--- config.mk ---
export PLATFORM = sky130hd
export DESIGN_NAME = char_lcd_refresh_scanner_core_flat
export DESIGN_NICKNAME = d
export VERILOG_FILES = /design/src/rtl/lcdr_pkg.sv /design/src/rtl/lcdr_if.sv /design/src/rtl/lcdr_front.sv /design/src/rtl/lcdr_queue.sv /design/src/rtl/lcdr_back.sv /design/src/rtl/char_lcd_refresh_scanner_core.sv /design/src/flat_wrapper.sv
export SDC_FILE = /design/constraint.sdc
export NUM_CORES = 1
export LEC_CHECK = 0
export BUFFER_PORTS_ARGS = -buffer_cell sky130_fd_sc_hd__buf_2
export CORE_UTILIZATION = 50
export CTS_BUF_LIST = sky130_fd_sc_hd__clkbuf_8
export CTS_CLUSTER_SIZE = 24
export DETAILED_ROUTE_END_ITERATION = 7
export PLACE_DENSITY = 0.74
export SLEW_MARGIN = 20
export SYNTH_ARGS = -nofsm -noshare
export SYNTH_HDL_FRONTEND = slang
export SYNTH_HIERARCHICAL = 1
export SYNTH_SLANG_ARGS = --single-unit
--- constraint.sdc ---
create_clock -name clk -period 5 [get_ports clk]
set_input_delay 0.25 -clock clk [delete_from_list [all_inputs] [get_ports clk]]
set_output_delay 0.25 -clock clk [all_outputs]
set_load 0.005 [all_outputs]
--- src/rtl/lcdr_pkg.sv ---
// Shared constants, types and the high-code translation table of the LCD refresh scanner.
// No dependencies; every other file imports this package except lcdr_if and lcdr_checker.
`default_nettype none

package lcdr_pkg;

  localparam int COLUMNS = 16;
  localparam int ROWS    = 2;
  localparam int CELLS   = ROWS * COLUMNS;
  localparam int COL_W   = (COLUMNS > 1) ? $clog2(COLUMNS) : 1;
  localparam int ROW_W   = (ROWS > 1) ? $clog2(ROWS) : 1;
  localparam int CELL_W  = (CELLS > 1) ? $clog2(CELLS) : 1;
  localparam int QDEPTH  = 2;
  localparam int QPTR_W  = (QDEPTH > 1) ? $clog2(QDEPTH) : 1;
  localparam int QCNT_W  = $clog2(QDEPTH + 1);

  localparam logic [7:0] CMD_ROW0   = 8'h80;
  localparam logic [7:0] CMD_ROW1   = 8'hC0;
  localparam logic [7:0] CHAR_SPACE = 8'h20;

  localparam logic CMD_WRITE = 1'b0;
  localparam logic CMD_TICK  = 1'b1;

  // One tick's worth of work for the nibble sequencer
  typedef struct packed {
    logic       wrap;     // send a set-address command first
    logic       row_one;  // address command targets row 1
    logic [7:0] ch;       // translated character byte
  } job_t;

  typedef struct packed {
    logic valid;
    job_t job;
  } job_head_t;

  function automatic logic [7:0] code_lookup(input logic [6:0] idx);
    logic [7:0] r;
    case (idx)
      7'd0:   r = 8'hD9;  7'd1:   r = 8'hDA;
      7'd48:  r = 8'hA2;  7'd49:  r = 8'hB5;
      7'd64:  r = 8'h41;  7'd65:  r = 8'hA0;  7'd66:  r = 8'h42;  7'd67:  r = 8'hA1;
      7'd68:  r = 8'hE0;  7'd69:  r = 8'h45;  7'd70:  r = 8'hA3;  7'd71:  r = 8'hA4;
      7'd72:  r = 8'hA5;  7'd73:  r = 8'hA6;  7'd74:  r = 8'h4B;  7'd75:  r = 8'hA7;
      7'd76:  r = 8'h4D;  7'd77:  r = 8'h48;  7'd78:  r = 8'h4F;  7'd79:  r = 8'hA8;
      7'd80:  r = 8'h50;  7'd81:  r = 8'h43;  7'd82:  r = 8'h54;  7'd83:  r = 8'hA9;
      7'd84:  r = 8'hAA;  7'd85:  r = 8'h58;  7'd86:  r = 8'hE1;  7'd87:  r = 8'hAB;
      7'd88:  r = 8'hAC;  7'd89:  r = 8'hE2;  7'd90:  r = 8'hAD;  7'd91:  r = 8'hAE;
      7'd92:  r = 8'h62;  7'd93:  r = 8'hAF;  7'd94:  r = 8'hB0;  7'd95:  r = 8'hB1;
      7'd96:  r = 8'h61;  7'd97:  r = 8'hB2;  7'd98:  r = 8'hB3;  7'd99:  r = 8'hB4;
      7'd100: r = 8'hE3;  7'd101: r = 8'h65;  7'd102: r = 8'hB6;  7'd103: r = 8'hB7;
      7'd104: r = 8'hB8;  7'd105: r = 8'hB9;  7'd106: r = 8'hBA;  7'd107: r = 8'hBB;
      7'd108: r = 8'hBC;  7'd109: r = 8'hBD;  7'd110: r = 8'h6F;  7'd111: r = 8'hBE;
      7'd112: r = 8'h70;  7'd113: r = 8'h63;  7'd114: r = 8'hBF;  7'd115: r = 8'h79;
      7'd116: r = 8'hE4;  7'd117: r = 8'h78;  7'd118: r = 8'hE5;  7'd119: r = 8'hC0;
      7'd120: r = 8'hC1;  7'd121: r = 8'hE6;  7'd122: r = 8'hC2;  7'd123: r = 8'hC3;
      7'd124: r = 8'hC4;  7'd125: r = 8'hC5;  7'd126: r = 8'hC6;  7'd127: r = 8'hC7;
      default: r = CHAR_SPACE;
    endcase
    return r;
  endfunction

endpackage

`default_nettype wire

--- src/rtl/lcdr_if.sv ---
// Valid/ready channel interfaces for the item input and the nibble output.
// Depends on nothing but the fixed field widths.
`default_nettype none

interface lcdr_item_if;
  logic       valid;
  logic       ready;
  logic       command;
  logic [4:0] cell_index;
  logic [7:0] cell_char;
  modport source (output valid, command, cell_index, cell_char, input ready);
  modport sink   (input valid, command, cell_index, cell_char, output ready);
endinterface

interface lcdr_nibble_if;
  logic       valid;
  logic       ready;
  logic       register_select;
  logic [3:0] bus_nibble;
  logic       last_of_tick;
  modport source (output valid, register_select, bus_nibble, last_of_tick, input ready);
  modport sink   (input valid, register_select, bus_nibble, last_of_tick, output ready);
endinterface

`default_nettype wire

--- src/rtl/lcdr_front.sv ---
// Front end: takes items, keeps the screen store and scan position, queues one job per tick.
// Depends on lcdr_pkg and lcdr_item_if.
`default_nettype none

module lcdr_front (
  input  wire logic          clk,
  input  wire logic          rst,
  lcdr_item_if.sink          items,
  input  wire logic          q_full,
  output logic               q_push,
  output lcdr_pkg::job_t     q_job
);
  import lcdr_pkg::*;

  logic [7:0]       store [CELLS];
  logic [COL_W-1:0] col;
  logic [ROW_W-1:0] row;

  logic [COL_W:0]   col_inc;
  logic [ROW_W:0]   row_inc;
  logic             wrap;
  logic             row_wrap;
  logic [COL_W-1:0] col_next;
  logic [ROW_W-1:0] row_next;
  logic [CELL_W-1:0] rd_cell;
  logic [7:0]       raw_ch;
  logic             accept;
  logic             wr_en;

  assign items.ready = !q_full;
  assign accept      = items.valid && items.ready;
  assign wr_en       = accept && (items.command == CMD_WRITE) && (int'(items.cell_index) < CELLS);

  always_comb begin
    col_inc  = {1'b0, col} + 1'b1;
    row_inc  = {1'b0, row} + 1'b1;
    wrap     = int'(col_inc) >= COLUMNS;
    row_wrap = int'(row_inc) >= ROWS;
    col_next = wrap ? '0 : col_inc[COL_W-1:0];
    if (!wrap) begin
      row_next = row;
    end else if (row_wrap) begin
      row_next = '0;
    end else begin
      row_next = row_inc[ROW_W-1:0];
    end
    rd_cell       = CELL_W'(int'(row_next) * COLUMNS + int'(col_next));
    raw_ch        = store[rd_cell];
    q_job.wrap    = wrap;
    q_job.row_one = !row_wrap;
    q_job.ch      = raw_ch[7] ? code_lookup(raw_ch[6:0]) : raw_ch;
    q_push        = accept && (items.command == CMD_TICK);
  end

  always_ff @(posedge clk) begin
    if (rst) begin
      col <= '0;
      row <= '0;
    end else if (q_push) begin
      col <= col_next;
      row <= row_next;
    end
  end

  // Store starts out blank; reset fills every cell with a space
  always_ff @(posedge clk) begin
    if (rst) begin
      for (int i = 0; i < CELLS; i++) store[i] <= CHAR_SPACE;
    end else if (wr_en) begin
      store[CELL_W'(items.cell_index)] <= items.cell_char;
    end
  end

endmodule

`default_nettype wire

--- src/rtl/lcdr_queue.sv ---
// Short job queue between the front end and the nibble sequencer.
// Depends on lcdr_pkg.
`default_nettype none

module lcdr_queue (
  input  wire logic              clk,
  input  wire logic              rst,
  input  wire logic              push,
  input  wire lcdr_pkg::job_t    push_job,
  output logic                   full,
  input  wire logic              pop,
  output lcdr_pkg::job_head_t    head
);
  import lcdr_pkg::*;

  job_t              slots [QDEPTH];
  logic [QPTR_W-1:0] wr_ptr;
  logic [QPTR_W-1:0] rd_ptr;
  logic [QCNT_W-1:0] count;
  logic              do_pop;

  assign full       = int'(count) == QDEPTH;
  assign head.valid = count != '0;
  assign head.job   = slots[rd_ptr];
  assign do_pop     = pop && head.valid;

  always_ff @(posedge clk) begin
    if (rst) begin
      wr_ptr <= '0;
      rd_ptr <= '0;
      count  <= '0;
    end else begin
      if (push) wr_ptr <= (int'(wr_ptr) == QDEPTH - 1) ? '0 : wr_ptr + 1'b1;
      if (do_pop) rd_ptr <= (int'(rd_ptr) == QDEPTH - 1) ? '0 : rd_ptr + 1'b1;
      if (push && !do_pop) count <= count + 1'b1;
      else if (do_pop && !push) count <= count - 1'b1;
    end
  end

  always_ff @(posedge clk) begin
    if (push) slots[wr_ptr] <= push_job;
  end

endmodule

`default_nettype wire

--- src/rtl/lcdr_back.sv ---
// Back end: splits each queued job into command and data nibbles into an output register.
// Depends on lcdr_pkg and lcdr_nibble_if.
`default_nettype none

module lcdr_back (
  input  wire logic                clk,
  input  wire logic                rst,
  input  wire lcdr_pkg::job_head_t head,
  output logic                     pop,
  lcdr_nibble_if.source            nibbles
);
  import lcdr_pkg::*;

  logic [1:0] step;
  logic [1:0] phase;
  logic       load;
  logic       job_done;
  logic [7:0] cmd_byte;
  logic [7:0] cur_byte;
  logic       out_valid;
  logic       out_rs;
  logic [3:0] out_nibble;
  logic       out_last;

  // phase 0/1: address command nibbles, 2/3: character nibbles
  always_comb begin
    phase    = head.job.wrap ? step : {1'b1, step[0]};
    load     = head.valid && (!out_valid || nibbles.ready);
    job_done = (phase == 2'd3);
    pop      = load && job_done;
    cmd_byte = head.job.row_one ? CMD_ROW1 : CMD_ROW0;
    cur_byte = phase[1] ? head.job.ch : cmd_byte;
  end

  always_ff @(posedge clk) begin
    if (rst) begin
      step      <= '0;
      out_valid <= 1'b0;
    end else begin
      if (load) begin
        step      <= job_done ? 2'd0 : step + 1'b1;
        out_valid <= 1'b1;
      end else if (nibbles.ready) begin
        out_valid <= 1'b0;
      end
    end
  end

  always_ff @(posedge clk) begin
    if (load) begin
      out_rs     <= phase[1];
      out_nibble <= phase[0] ? cur_byte[3:0] : cur_byte[7:4];
      out_last   <= job_done;
    end
  end

  assign nibbles.valid           = out_valid;
  assign nibbles.register_select = out_rs;
  assign nibbles.bus_nibble      = out_nibble;
  assign nibbles.last_of_tick    = out_last;

endmodule

`default_nettype wire

--- src/rtl/char_lcd_refresh_scanner_core.sv ---
// Character LCD refresh scanner: screen store, scan position and 4-bit bus nibble sequencer.
// Depends on lcdr_pkg, lcdr_if, lcdr_front, lcdr_queue and lcdr_back.
//
// Usage:
//   items carries write items (command 0: store cell_char at cell_index, no output;
//   indexes past the screen are dropped) and tick items (command 1: advance the scan
//   position and re-send one character).
//   nibbles carries one 4-bit bus value per beat, high nibble first. A tick gives two
//   data nibbles, or four when the column wraps: the set-address command (0x80/0xC0,
//   register_select low) and then the character. last_of_tick marks the final beat.
// The first nibble of a tick goes through the job queue and then the output register.
// Throughput: one nibble a cycle from the output register while nibbles.ready is high and a
//   job is queued; a write gives no nibbles. The nibble sequencer sets the sustained rate.
// A two-entry job queue sits between the front end and the sequencer; the character is
//   read and translated when the tick is accepted, so later writes do not alter it.
// Stall: while nibbles.ready is low the output beat holds; items.ready drops once the
//   queue is full.
// Reset: the store fills with spaces in the reset cycle, the scan position returns to
//   row 0 column 0 and the queue and output register empty. No clearing pass follows.
`default_nettype none

module char_lcd_refresh_scanner_core (
  input  wire logic     clk,
  input  wire logic     rst,
  lcdr_item_if.sink     items,
  lcdr_nibble_if.source nibbles
);
  import lcdr_pkg::*;

  logic      q_full;
  logic      q_push;
  job_t      q_job;
  logic      q_pop;
  job_head_t q_head;

  lcdr_front u_front (
    .clk    (clk),
    .rst    (rst),
    .items  (items),
    .q_full (q_full),
    .q_push (q_push),
    .q_job  (q_job)
  );

  lcdr_queue u_queue (
    .clk      (clk),
    .rst      (rst),
    .push     (q_push),
    .push_job (q_job),
    .full     (q_full),
    .pop      (q_pop),
    .head     (q_head)
  );

  lcdr_back u_back (
    .clk     (clk),
    .rst     (rst),
    .head    (q_head),
    .pop     (q_pop),
    .nibbles (nibbles)
  );

endmodule

`default_nettype wire

--- src/flat_wrapper.sv ---
// flat-port wrapper written by rule: the top's interface ports become plain ports
module char_lcd_refresh_scanner_core_flat import lcdr_pkg::*;
  (clk, rst, items_valid, items_command, items_cell_index, items_cell_char, items_ready, nibbles_valid, nibbles_register_select, nibbles_bus_nibble, nibbles_last_of_tick, nibbles_ready);
  lcdr_item_if items_i ();
  lcdr_nibble_if nibbles_i ();
  input  wire logic clk;
  input  wire logic rst;
  input wire logic [$bits(items_i.valid)-1:0] items_valid;
  input wire logic [$bits(items_i.command)-1:0] items_command;
  input wire logic [$bits(items_i.cell_index)-1:0] items_cell_index;
  input wire logic [$bits(items_i.cell_char)-1:0] items_cell_char;
  output wire logic [$bits(items_i.ready)-1:0] items_ready;
  output wire logic [$bits(nibbles_i.valid)-1:0] nibbles_valid;
  output wire logic [$bits(nibbles_i.register_select)-1:0] nibbles_register_select;
  output wire logic [$bits(nibbles_i.bus_nibble)-1:0] nibbles_bus_nibble;
  output wire logic [$bits(nibbles_i.last_of_tick)-1:0] nibbles_last_of_tick;
  input wire logic [$bits(nibbles_i.ready)-1:0] nibbles_ready;
  assign items_i.valid = items_valid;
  assign items_i.command = items_command;
  assign items_i.cell_index = items_cell_index;
  assign items_i.cell_char = items_cell_char;
  assign items_ready = items_i.ready;
  assign nibbles_valid = nibbles_i.valid;
  assign nibbles_register_select = nibbles_i.register_select;
  assign nibbles_bus_nibble = nibbles_i.bus_nibble;
  assign nibbles_last_of_tick = nibbles_i.last_of_tick;
  assign nibbles_i.ready = nibbles_ready;
  char_lcd_refresh_scanner_core u_core (.clk(clk), .rst(rst), .items(items_i), .nibbles(nibbles_i));
endmodule
==> results of run 1 <==
power by group through the flow:
stage | clock network [W] | logic (W) | registers (W)
floorplan | 0 | 0.000578 | 0.00287
global placement | 0 | 0.000786 | 0.00289
detailed placement | 0 | 0.000784 | 0.00289
CTS | 0.00198 | 0.000787 | 0.00284
global route | 0.00209 | 0.000852 | 0.00285
finish | 0.00195 | 0.000803 | 0.00284
cells in the mapped netlist, types with 11 or more instances:
cell / number
or3_1: 36
buf_4: 12
and2_1: 235
o21ai_0: 24
nor2_1: 70
mux2i_1: 54
inv_1: 16
buf_2: 14
nand3_1: 26
dfxtp_1: 13
mux4_2: 40
clkbuf_1: 42
edfxtp_1: 282
or2_2: 36
nor3_1: 11
nand2_1: 44
mux2_2: 13
a21oi_1: 20
critical path, delay by kind of cell (launching register included):
kind                       cells  cell delay, ns
buffers and inverters          2            0.49
DFF                            1            0.50
AOI/OAI and AO/OA              5            1.63
and+or+nand+nor                3            0.53
adders and majority gates      2            0.71
muxes                          1            0.52
metrics by stage:
step / power (W) / worst slack, ns / cell area [um2] / utilization
6_report: 0.00559 / 0.412 / 16500 / 0.554
5_1_grt: 0.00579 / 0.167 / 16500 / 0.554
4_1_cts: 0.00561 / 0.443 / 16500 / 0.554
3_5_place_dp: 0.00368 / 0.487 / 15700 / 0.525
3_3_place_gp: 0.00367 / 0.527 / 15700 / 0.525
2_1_floorplan: 0.00345 / 1.31 / 15300 / -
area by class of cell:
| class | count | area, um2 | area share |
|---|---|---|---|
| Clock buffer | 49 | 674 | 0.0408 |
| Clock inverter | 40 | 200 | 0.0121 |
| Inverter | 22 | 82.6 | 0.00499 |
| Multi-Input combinational cell | 788 | 6010 | 0.364 |
| Sequential cell | 295 | 8730 | 0.528 |
| Tap cell | 390 | 488 | 0.0295 |
| Timing Repair Buffer | 56 | 358 | 0.0216 |
worst paths after layout:
path,from,end,slack (ns),cells after the start
max,u_core/u_front/col[1],u_core/u_queue/slots[0][2],0.41,13
min,nibbles_ready,u_core/u_back/nibbles.valid,0.02,4
max reg2reg,u_core/u_front/col[1],u_core/u_queue/slots[0][2],0.41,13
min reg2reg,u_core/u_queue/rd_ptr,flop,0.52,2
logic make-up (layout without fill, tap and decap cells):
family,count (synthesis),count (layout),synth area share
xor+xnor,11,11,0.00680
mux,107,107,0.104
buf+inv,104,167,0.0375
compound gates,155,155,0.0844
flops,295,295,0.571
fa+ha+maj,10,10,0.00819
simple gates,505,505,0.188
cells in the final DEF (no fill, tap or decap), drive strengths merged, types with 6 or more instances in the layout:
cell type	instances
a211oi	10
ha	10
nor2b	10
mux2i	54
nand3b	8
and2	238
a2111oi	8
o211ai	10
or2	36
edfxtp	282
clkinv	19
o21ai	26
mux2	13
a21oi	21
nand2	45
inv	42
mux4	40
a31oi	9
xnor2	6
dfxtp	13
o31ai	7
clkbuf	49
or3	36
nor3	12
buf	56
nand3	26
nor2	72
routing by layer:
layer	wire length (um)	global-route usage	vias up
li1	-	-	4455
met3	3060	0.0417	77
met4	1010	0.0779	0
met5	0	0	-
met1	16800	0.364	4938
met2	18100	0.407	496
state kept, by name (all words and copies together), names as in the netlist, named ones only:
| register | flops |
|---|---|
| u_core/u_queue/rd_ptr | 1 |
| u_core/u_front/col | 4 |
| u_core/u_front/row | 1 |
| u_core/u_back/nibbles.valid | 1 |
| u_core/u_queue/count | 2 |
| u_core/u_queue/slots | 20 |
| u_core/u_front/store | 256 |
| u_core/u_queue/wr_ptr | 1 |
| u_core/u_back/nibbles.last_of_tick | 1 |
| u_core/u_back/step | 2 |
| u_core/u_back/nibbles.bus_nibble | 4 |
| u_core/u_back/nibbles.register_select | 1 |
==> results.yml, run 1 <==
detailed_routing:
  wl_per_cell_um: 23.8
  ant_nets: 0
  wl_um: 39000
  drc: 0
  vias: 9966
  viasPerCell: 6.08
  drt_iter0_drc: 1219
  first_pass_iters: 5
status:
  status: "completed"
timing:
  finalSetupViolCount: 0
  period_minus_slack_ns: 4.59
  max-slew-margin-rel: 0.327
  fin_setup_tns_ns: 0
  finClkSkew_ns: 0.0141
  fmax_ghz: 0.218
  hold_slack_ns: 0.0190
  hold_viol_final: 0
  worst_pin_slew_ns: 1.01
  rsz0062_at_grt: "no"
  drv_slew: 0
  finalCritPeriodShare: 0.918
floorplanning:
  core_area_mm2: 0.0299
  start_util: 0.511
  die_y_um: 177
  num_rows: 63
  ios: 26
  die_width_um: 177
  die-area_mm2: 0.0313
yosys:
  synth_seq_cells: 295
  synth_top_area_frac: 0.554
  yosysSeqAreaShare: 0.571
  synth_top_cell_by_area: "edfxtp_1"
  syn-cell-area_mm2: 0.0153
  synth_edf_count: 282
  synth_warnings: 6
  avgSynthCellArea_um2: 12.9
  synthDistinctLibCells: 95
  synthCells: 1187
  synth_top_cells_by_area: "edfxtp_1, and2_1, mux4_2"
  synthFlopType: "edfxtp_1"
  synthArstFlopShare: 0
  syn_nets: 1215
power:
  p_sw_w: 0.00153
  p_per_area_mw_per_mm2: 338
  p_int_w: 0.00406
  switching_share: 0.274
  irDropWorstVdd_uv: 288
  p_leak_nw: 5.92
  power_frac_clock: 0.348
  seq_power_share: 0.508
  p_comb_frac: 0.144
placed_design:
  dp_cells: 1551
  routabilityCongestion: 0.930
  dp_hpwl_um: 25900
  portBuffers: 25
clocking:
  htree_levels: 2
  cts_tree: "yes"
  cts.clk_slew.worst_paths_ns: 0.06
  clkSinkCount: 295
  cts-root-buf: "clkbuf_8"
  clk_latency_ns: 0.58
  clockBufferDepth: 3
  hold_buffers: 0
  post-cts-setup-buffers: 0
  ctsResizeCount: 0
  cts_buffers: 49
setup_path:
  setup.worst_path.class: "reg -> reg"
  end_kind: "flop"
  critPathSlowestCell: "mux4_2"
  worstPathRequired_ns: 5.39
  cp_max_fo: 14
  cpMostUsedCell: "buf_4"
  arrival_ns: 4.98
  critPathLaunchType: "flop"
  critical-path-max-stage-delay_ns: 0.52
  path_cells: "ha_4 > a31o_2 > buf_4 > mux4_2 > nor3_1 > nor4_1 > a311oi_4 > buf_4 > ha_1 > nor2_1 > a2111oi_1 > o32ai_1 > a221oi_2"
layout:
  n_antenna_cell: 0
  finalNonFillerCells: 1640
  nNetsFinal: 1240
  area_growth_pct: 8.28
  nFillCells: 2449
  drive_gt1_frac: 0.195
global_routing:
  grt_max_degree: 55
  grt_pass1_wl_um: 60100
  overflow: 0
  globalRouteTotalUtil: 0.257
  antenna_found_initial: 0
  grt_pass1_vias: 9795
worst_hold_path:
  hold_class: "in -> reg"
job:
  max_cap_violations: 0
(Power assumes the default switching activity.)
==> inputs of run 2 (changes only) <==
--- a/config.mk
+++ b/config.mk
@@ -8,8 +8,8 @@
 export BUFFER_PORTS_ARGS = -buffer_cell sky130_fd_sc_hd__buf_2
 export CORE_UTILIZATION = 50
 export CTS_BUF_LIST = sky130_fd_sc_hd__clkbuf_8
-export CTS_CLUSTER_SIZE = 24
 export DETAILED_ROUTE_END_ITERATION = 7
+export GPL_TIMING_DRIVEN = 0
 export PLACE_DENSITY = 0.74
 export SLEW_MARGIN = 20
 export SYNTH_ARGS = -nofsm -noshare
==> results.yml, run 2 (synthesis gave the netlist of run 1 again) <==
status:
  status: "completed"
timing:
  max-slew-margin-rel: 0.228
  finalWorstSetupSlack_ns: 0.0844
  finalCritPeriodShare: 0.983
  drv_slew: 0
  period_minus_slack_ns: 4.92
  fmax_ghz: 0.203
  hold_viol_final: 0
  rsz0062_at_grt: "no"
  finalSetupViolCount: 0
  worst_pin_slew_ns: 1.15
  fin_setup_tns_ns: 0
  finClkSkew_ns: 0.0325
floorplanning:
  start_util: 0.511
  core_area_mm2: 0.0299
  ios: 26
  die_y_um: 177
  die_width_um: 177
  die-area_mm2: 0.0313
  num_rows: 63
layout:
  largest_registers: "u_core/u_front/store: 256 flops, u_core/u_queue/slots: 20 flops"
  largest_register: "u_core/u_front/store"
  n_antenna_cell: 0
  final_util: 0.564
  drive_gt1_frac: 0.198
  area_growth_pct: 10.3
  final_common_cell: "edfxtp_1"
  largest_register_ffs: 256
  nNetsFinal: 1297
  final_cell_mix: "edfxtp_1, and2_1, nor2_1"
worst_hold_path:
  hold_class: "in -> reg"
clocking:
  cts_buffers: 49
  cts.clk_slew.worst_paths_ns: 0.06
  cts-root-buf: "clkbuf_8"
  cts_tree: "yes"
  clockBufferDepth: 3
  htree_levels: 2
  clkSinkCount: 295
  clk_latency_ns: 0.59
detailed_routing:
  vias: 10582
  ant_nets: 0
  wl_per_cell_um: 25.6
  drc: 0
  wl_um: 43400
  drt_iter0_drc: 1270
  first_pass_iters: 5
  viasPerCell: 6.24
placed_design:
  routabilityCongestion: 0.979
  place_ws_ns: -0.270
  dp_hpwl_um: 30100
  portBuffers: 25
setup_path:
  end_kind: "flop"
  critPathSlowestCell: "nor4_1"
  path_cells: "ha_1 > buf_4 > a21oi_2 > o21ai_4 > buf_2 > nor3_1 > nor4_1 > a41o_1 > nand2_1 > a211oi_1 > nor4_1 > o31ai_1"
  setup.worst_path.class: "reg -> reg"
  critPathLaunchType: "flop"
  worstPathRequired_ns: 5.33
  cp_max_fo: 10
  cpMostUsedCell: "nor4_1"
  arrival_ns: 5.24
  critical-path-max-stage-delay_ns: 0.97
power:
  p_per_area_mw_per_mm2: 335
  irDropWorstVdd_uv: 228
  p_leak_nw: 6.07
global_routing:
  grt_pass1_wl_um: 64400
  grt_pass1_vias: 10151
  grt_max_degree: 14
  antenna_found_initial: 1
  globalRouteTotalUtil: 0.284
  overflow: 0
job:
  max_cap_violations: 0
## run 2: final cells by class
cell class                 count  area, um2
clock inverter                36        163
clock buffer                  52        716
inverter                      22       82.6
sequential                   295       8730
buffer                        82        499
fill                        2436      13000
tap                          390        488
timing repair buffer          31        180
multi-input combinational    788       6000
## run 2: final timing paths
| kind | start | endpoint | slack (ns) | cells past startpoint |
|---|---|---|---|---|
| worst max-delay path | u_core/u_front/col[1] | u_core/u_queue/slots[1][1] | 0.08 | 12 |
| worst min-delay path | items_cell_char[4] | u_core/u_front/store[29][4] | 0.02 | 2 |
| worst max register to register | u_core/u_front/col[1] | u_core/u_queue/slots[1][1] | 0.08 | 12 |
| worst min register to register | u_core/u_queue/rd_ptr | flop | 0.50 | 2 |
## run 2: repair_timing
action / in CTS / in global routing
endpoints found under the setup margin: 16 / 14
hold buffers: 4 / 0
pin swaps: 0 / 2
gates resized for setup: 3 / 8
endpoints found under the hold margin: 9 / 0
setup buffers: 0 / 2
gates cloned: 0 / 0
## run 2: routing by layer
metal,wire length [um],vias up,GRT usage
met5,0,-,0
met4,1590,0,0.110
met3,5280,115,0.0646
met2,19500,707,0.432
met1,17000,5187,0.395
li1,-,4573,-
## run 2: metrics by stage
stage	total power (W)	area, um2	instances	hold WS, ns
6_report	0.00564	16900	1696	0.0220
5_1_grt	0.00582	16900	1696	0.0345
4_1_cts	0.00563	16800	1694	0.00446
3_5_place_dp	0.00374	15900	1602	0.496
3_3_place_gp	0.00373	15900	1602	0.487
2_1_floorplan	0.00345	15300	1187	0.319
## run 2: where the power goes
group	leakage [nW]	switching, W	internal (W)
logic	2.67	0.000580	0.000317
clock network	0.517	0.000958	0.000960
registers	2.88	0.0000296	0.00280
## run 2: critical path, delay by kind of cell, from the launching register on
family | cells | cell delay [ns]
adder cells (fa/ha/maj) | 1 | 0.31
AO/OA/AOI/OAI | 5 | 1.76
flip-flops | 1 | 0.48
AND/OR/NAND/NOR | 4 | 1.40
buffers and inverters | 2 | 0.71
==> inputs of run 3 (changes only) <==
--- a/config.mk
+++ b/config.mk
@@ -11,6 +11,7 @@
 export DETAILED_ROUTE_END_ITERATION = 7
 export GPL_TIMING_DRIVEN = 0
 export PLACE_DENSITY = 0.74
+export SETUP_SLACK_MARGIN = 0.1
 export SLEW_MARGIN = 20
 export SYNTH_ARGS = -nofsm -noshare
 export SYNTH_HDL_FRONTEND = slang
==> results.yml, run 3 (synthesis gave the netlist of run 1 again) <==
floorplanning:
  ios: 26
  die-area_mm2: 0.0313
  start_util: 0.511
  die_y_um: 177
  num_rows: 63
  die_width_um: 177
  core_area_mm2: 0.0299
timing:
  finalWorstSetupSlack_ns: 0.175
  period_minus_slack_ns: 4.83
  finalCritPeriodShare: 0.965
  hold_slack_ns: 0.0296
  fmax_ghz: 0.207
  fin_setup_tns_ns: 0
  worst_pin_slew_ns: 0.942
  drv_slew: 0
  finalSetupViolCount: 0
  finClkSkew_ns: 0.0308
  hold_viol_final: 0
  rsz0062_at_grt: "no"
  max-slew-margin-rel: 0.371
global_routing:
  grt_pass1_vias: 10151
  antenna_found_initial: 1
  globalRouteTotalUtil: 0.284
  grt_max_degree: 14
  overflow: 0
  grt_pass1_wl_um: 64400
power:
  irDropWorstVdd_uv: 228
  p_per_area_mw_per_mm2: 335
  p_leak_nw: 6.08
layout:
  largest_register_ffs: 256
  largest_register: "u_core/u_front/store"
  final_util: 0.565
  final_common_cell: "edfxtp_1"
  n_antenna_cell: 0
  multiInputGateArea_mm2: 0.00601
  drive_gt1_frac: 0.200
  nFillCells: 2433
  final_cell_mix: "edfxtp_1, and2_1, nor2_1"
  seq_area_mm2: 0.00873
  area_growth_pct: 10.5
  nNetsFinal: 1299
  stdcell_area_mm2: 0.0169
  largest_registers: "u_core/u_front/store: 256 flops, u_core/u_queue/slots: 20 flops"
status:
  status: "completed"
detailed_routing:
  viasPerCell: 6.26
  ant_nets: 0
  drc: 0
  vias: 10622
  wl_per_cell_um: 25.6
  drt_iter0_drc: 1378
  wl_um: 43400
  first_pass_iters: 5
setup_path:
  critPathLaunchType: "flop"
  end_kind: "flop"
  crit_buf_inv: 6
  cpMostUsedCell: "buf_2"
  ff2ff_setup_slack_ns: 0.17
  setup.worst_path.class: "reg -> reg"
  arrival_ns: 5.13
  worstPathRequired_ns: 5.30
  critical-path-max-stage-delay_ns: 0.50
  worst_r2r_path_depth: 15
  rr_startpoint: "u_core/u_front/col[1]"
  path_cells: "ha_1 > buf_2 > buf_2 > clkbuf_4 > buf_2 > a311oi_1 > o21ai_1 > a32oi_4 > inv_2 > ha_1 > inv_1 > nand2_1 > a211o_1 > a2111oi_2 > o31ai_2"
  critPathSlowestCell: "a311oi_1"
  path_delay_family: "compound AO/OA/AOI/OAI gates"
  cp_max_fo: 10
  r2r-end: "u_core/u_queue/slots[0][5]"
worst_hold_path:
  whs_endpoint: "u_core/u_front/store[29][4]"
  min_path_cells: 2
  hold_class: "in -> reg"
  hold_start: "items_cell_char[4]"
clocking:
  clkSinkCount: 295
  cts-root-buf: "clkbuf_8"
  cts.clk_slew.worst_paths_ns: 0.06
  cts_buffers: 49
  clk_latency_ns: 0.59
  htree_levels: 2
  cts_tree: "yes"
  clockBufferDepth: 3
placed_design:
  portBuffers: 25
  place_ws_ns: -0.270
  dp_hpwl_um: 30100
  placed_area_mm2: 0.0159
  routabilityCongestion: 0.979
job:
  max_cap_violations: 0
run 3: area by class of cell:
class / count / area share
clock buffers: 52 / 0.0424
clock inverters: 36 / 0.00963
plain buffers: 82 / 0.0296
inverters: 22 / 0.00489
well taps: 390 / 0.0289
multi-input cells: 788 / 0.356
repair buffers: 33 / 0.0116
flip-flops and latches: 295 / 0.517
run 3: per-stage QoR:
step,power (W),std cells
global placement,0.00373,1602
global route,0.00583,1698
detailed placement,0.00374,1602
floorplan,0.00345,1187
finish,0.00565,1698
CTS,0.00563,1694
run 3: power by group:
group / internal (W) / switching [W]
clock network: 0.000961 / 0.000955
logic: 0.000320 / 0.000583
registers: 0.00280 / 0.0000297
run 3: worst max-delay path by stage:
stage	endpoint	depth (start not counted)	slack, ns	start
2_1_floorplan	u_core/u_queue/slots[0][5]	15	1.31	u_core/u_front/col[1]
3_5_place_dp	u_core/u_queue/slots[1][5]	16	-0.27	u_core/u_front/col[1]
3_3_place_gp	u_core/u_queue/slots[0][2]	15	-0.35	u_core/u_front/col[1]
5_1_grt	u_core/u_queue/slots[1][2]	13	0.1	u_core/u_front/col[1]
6_report	u_core/u_queue/slots[0][5]	15	0.17	u_core/u_front/col[1]
4_1_cts	u_core/u_queue/slots[1][5]	15	0.10	u_core/u_front/col[1]
run 3: what timing repair did:
action | 4_1_cts | 5_1_grt
pin swaps | 0 | 3
setup endpoints to repair | 16 | 16
hold endpoints to repair | 9 | 0
resized for setup | 3 | 13
gates cloned | 0 | 0
setup buffers | 0 | 4
hold buffers | 4 | 0
run 3: per-layer routing:
metal	track usage	wire length, um	vias up
met2	0.432	19500	710
met3	0.0646	5120	117
met1	0.395	17200	5213
met5	0	0	-
met4	0.110	1590	0
li1	-	-	4582
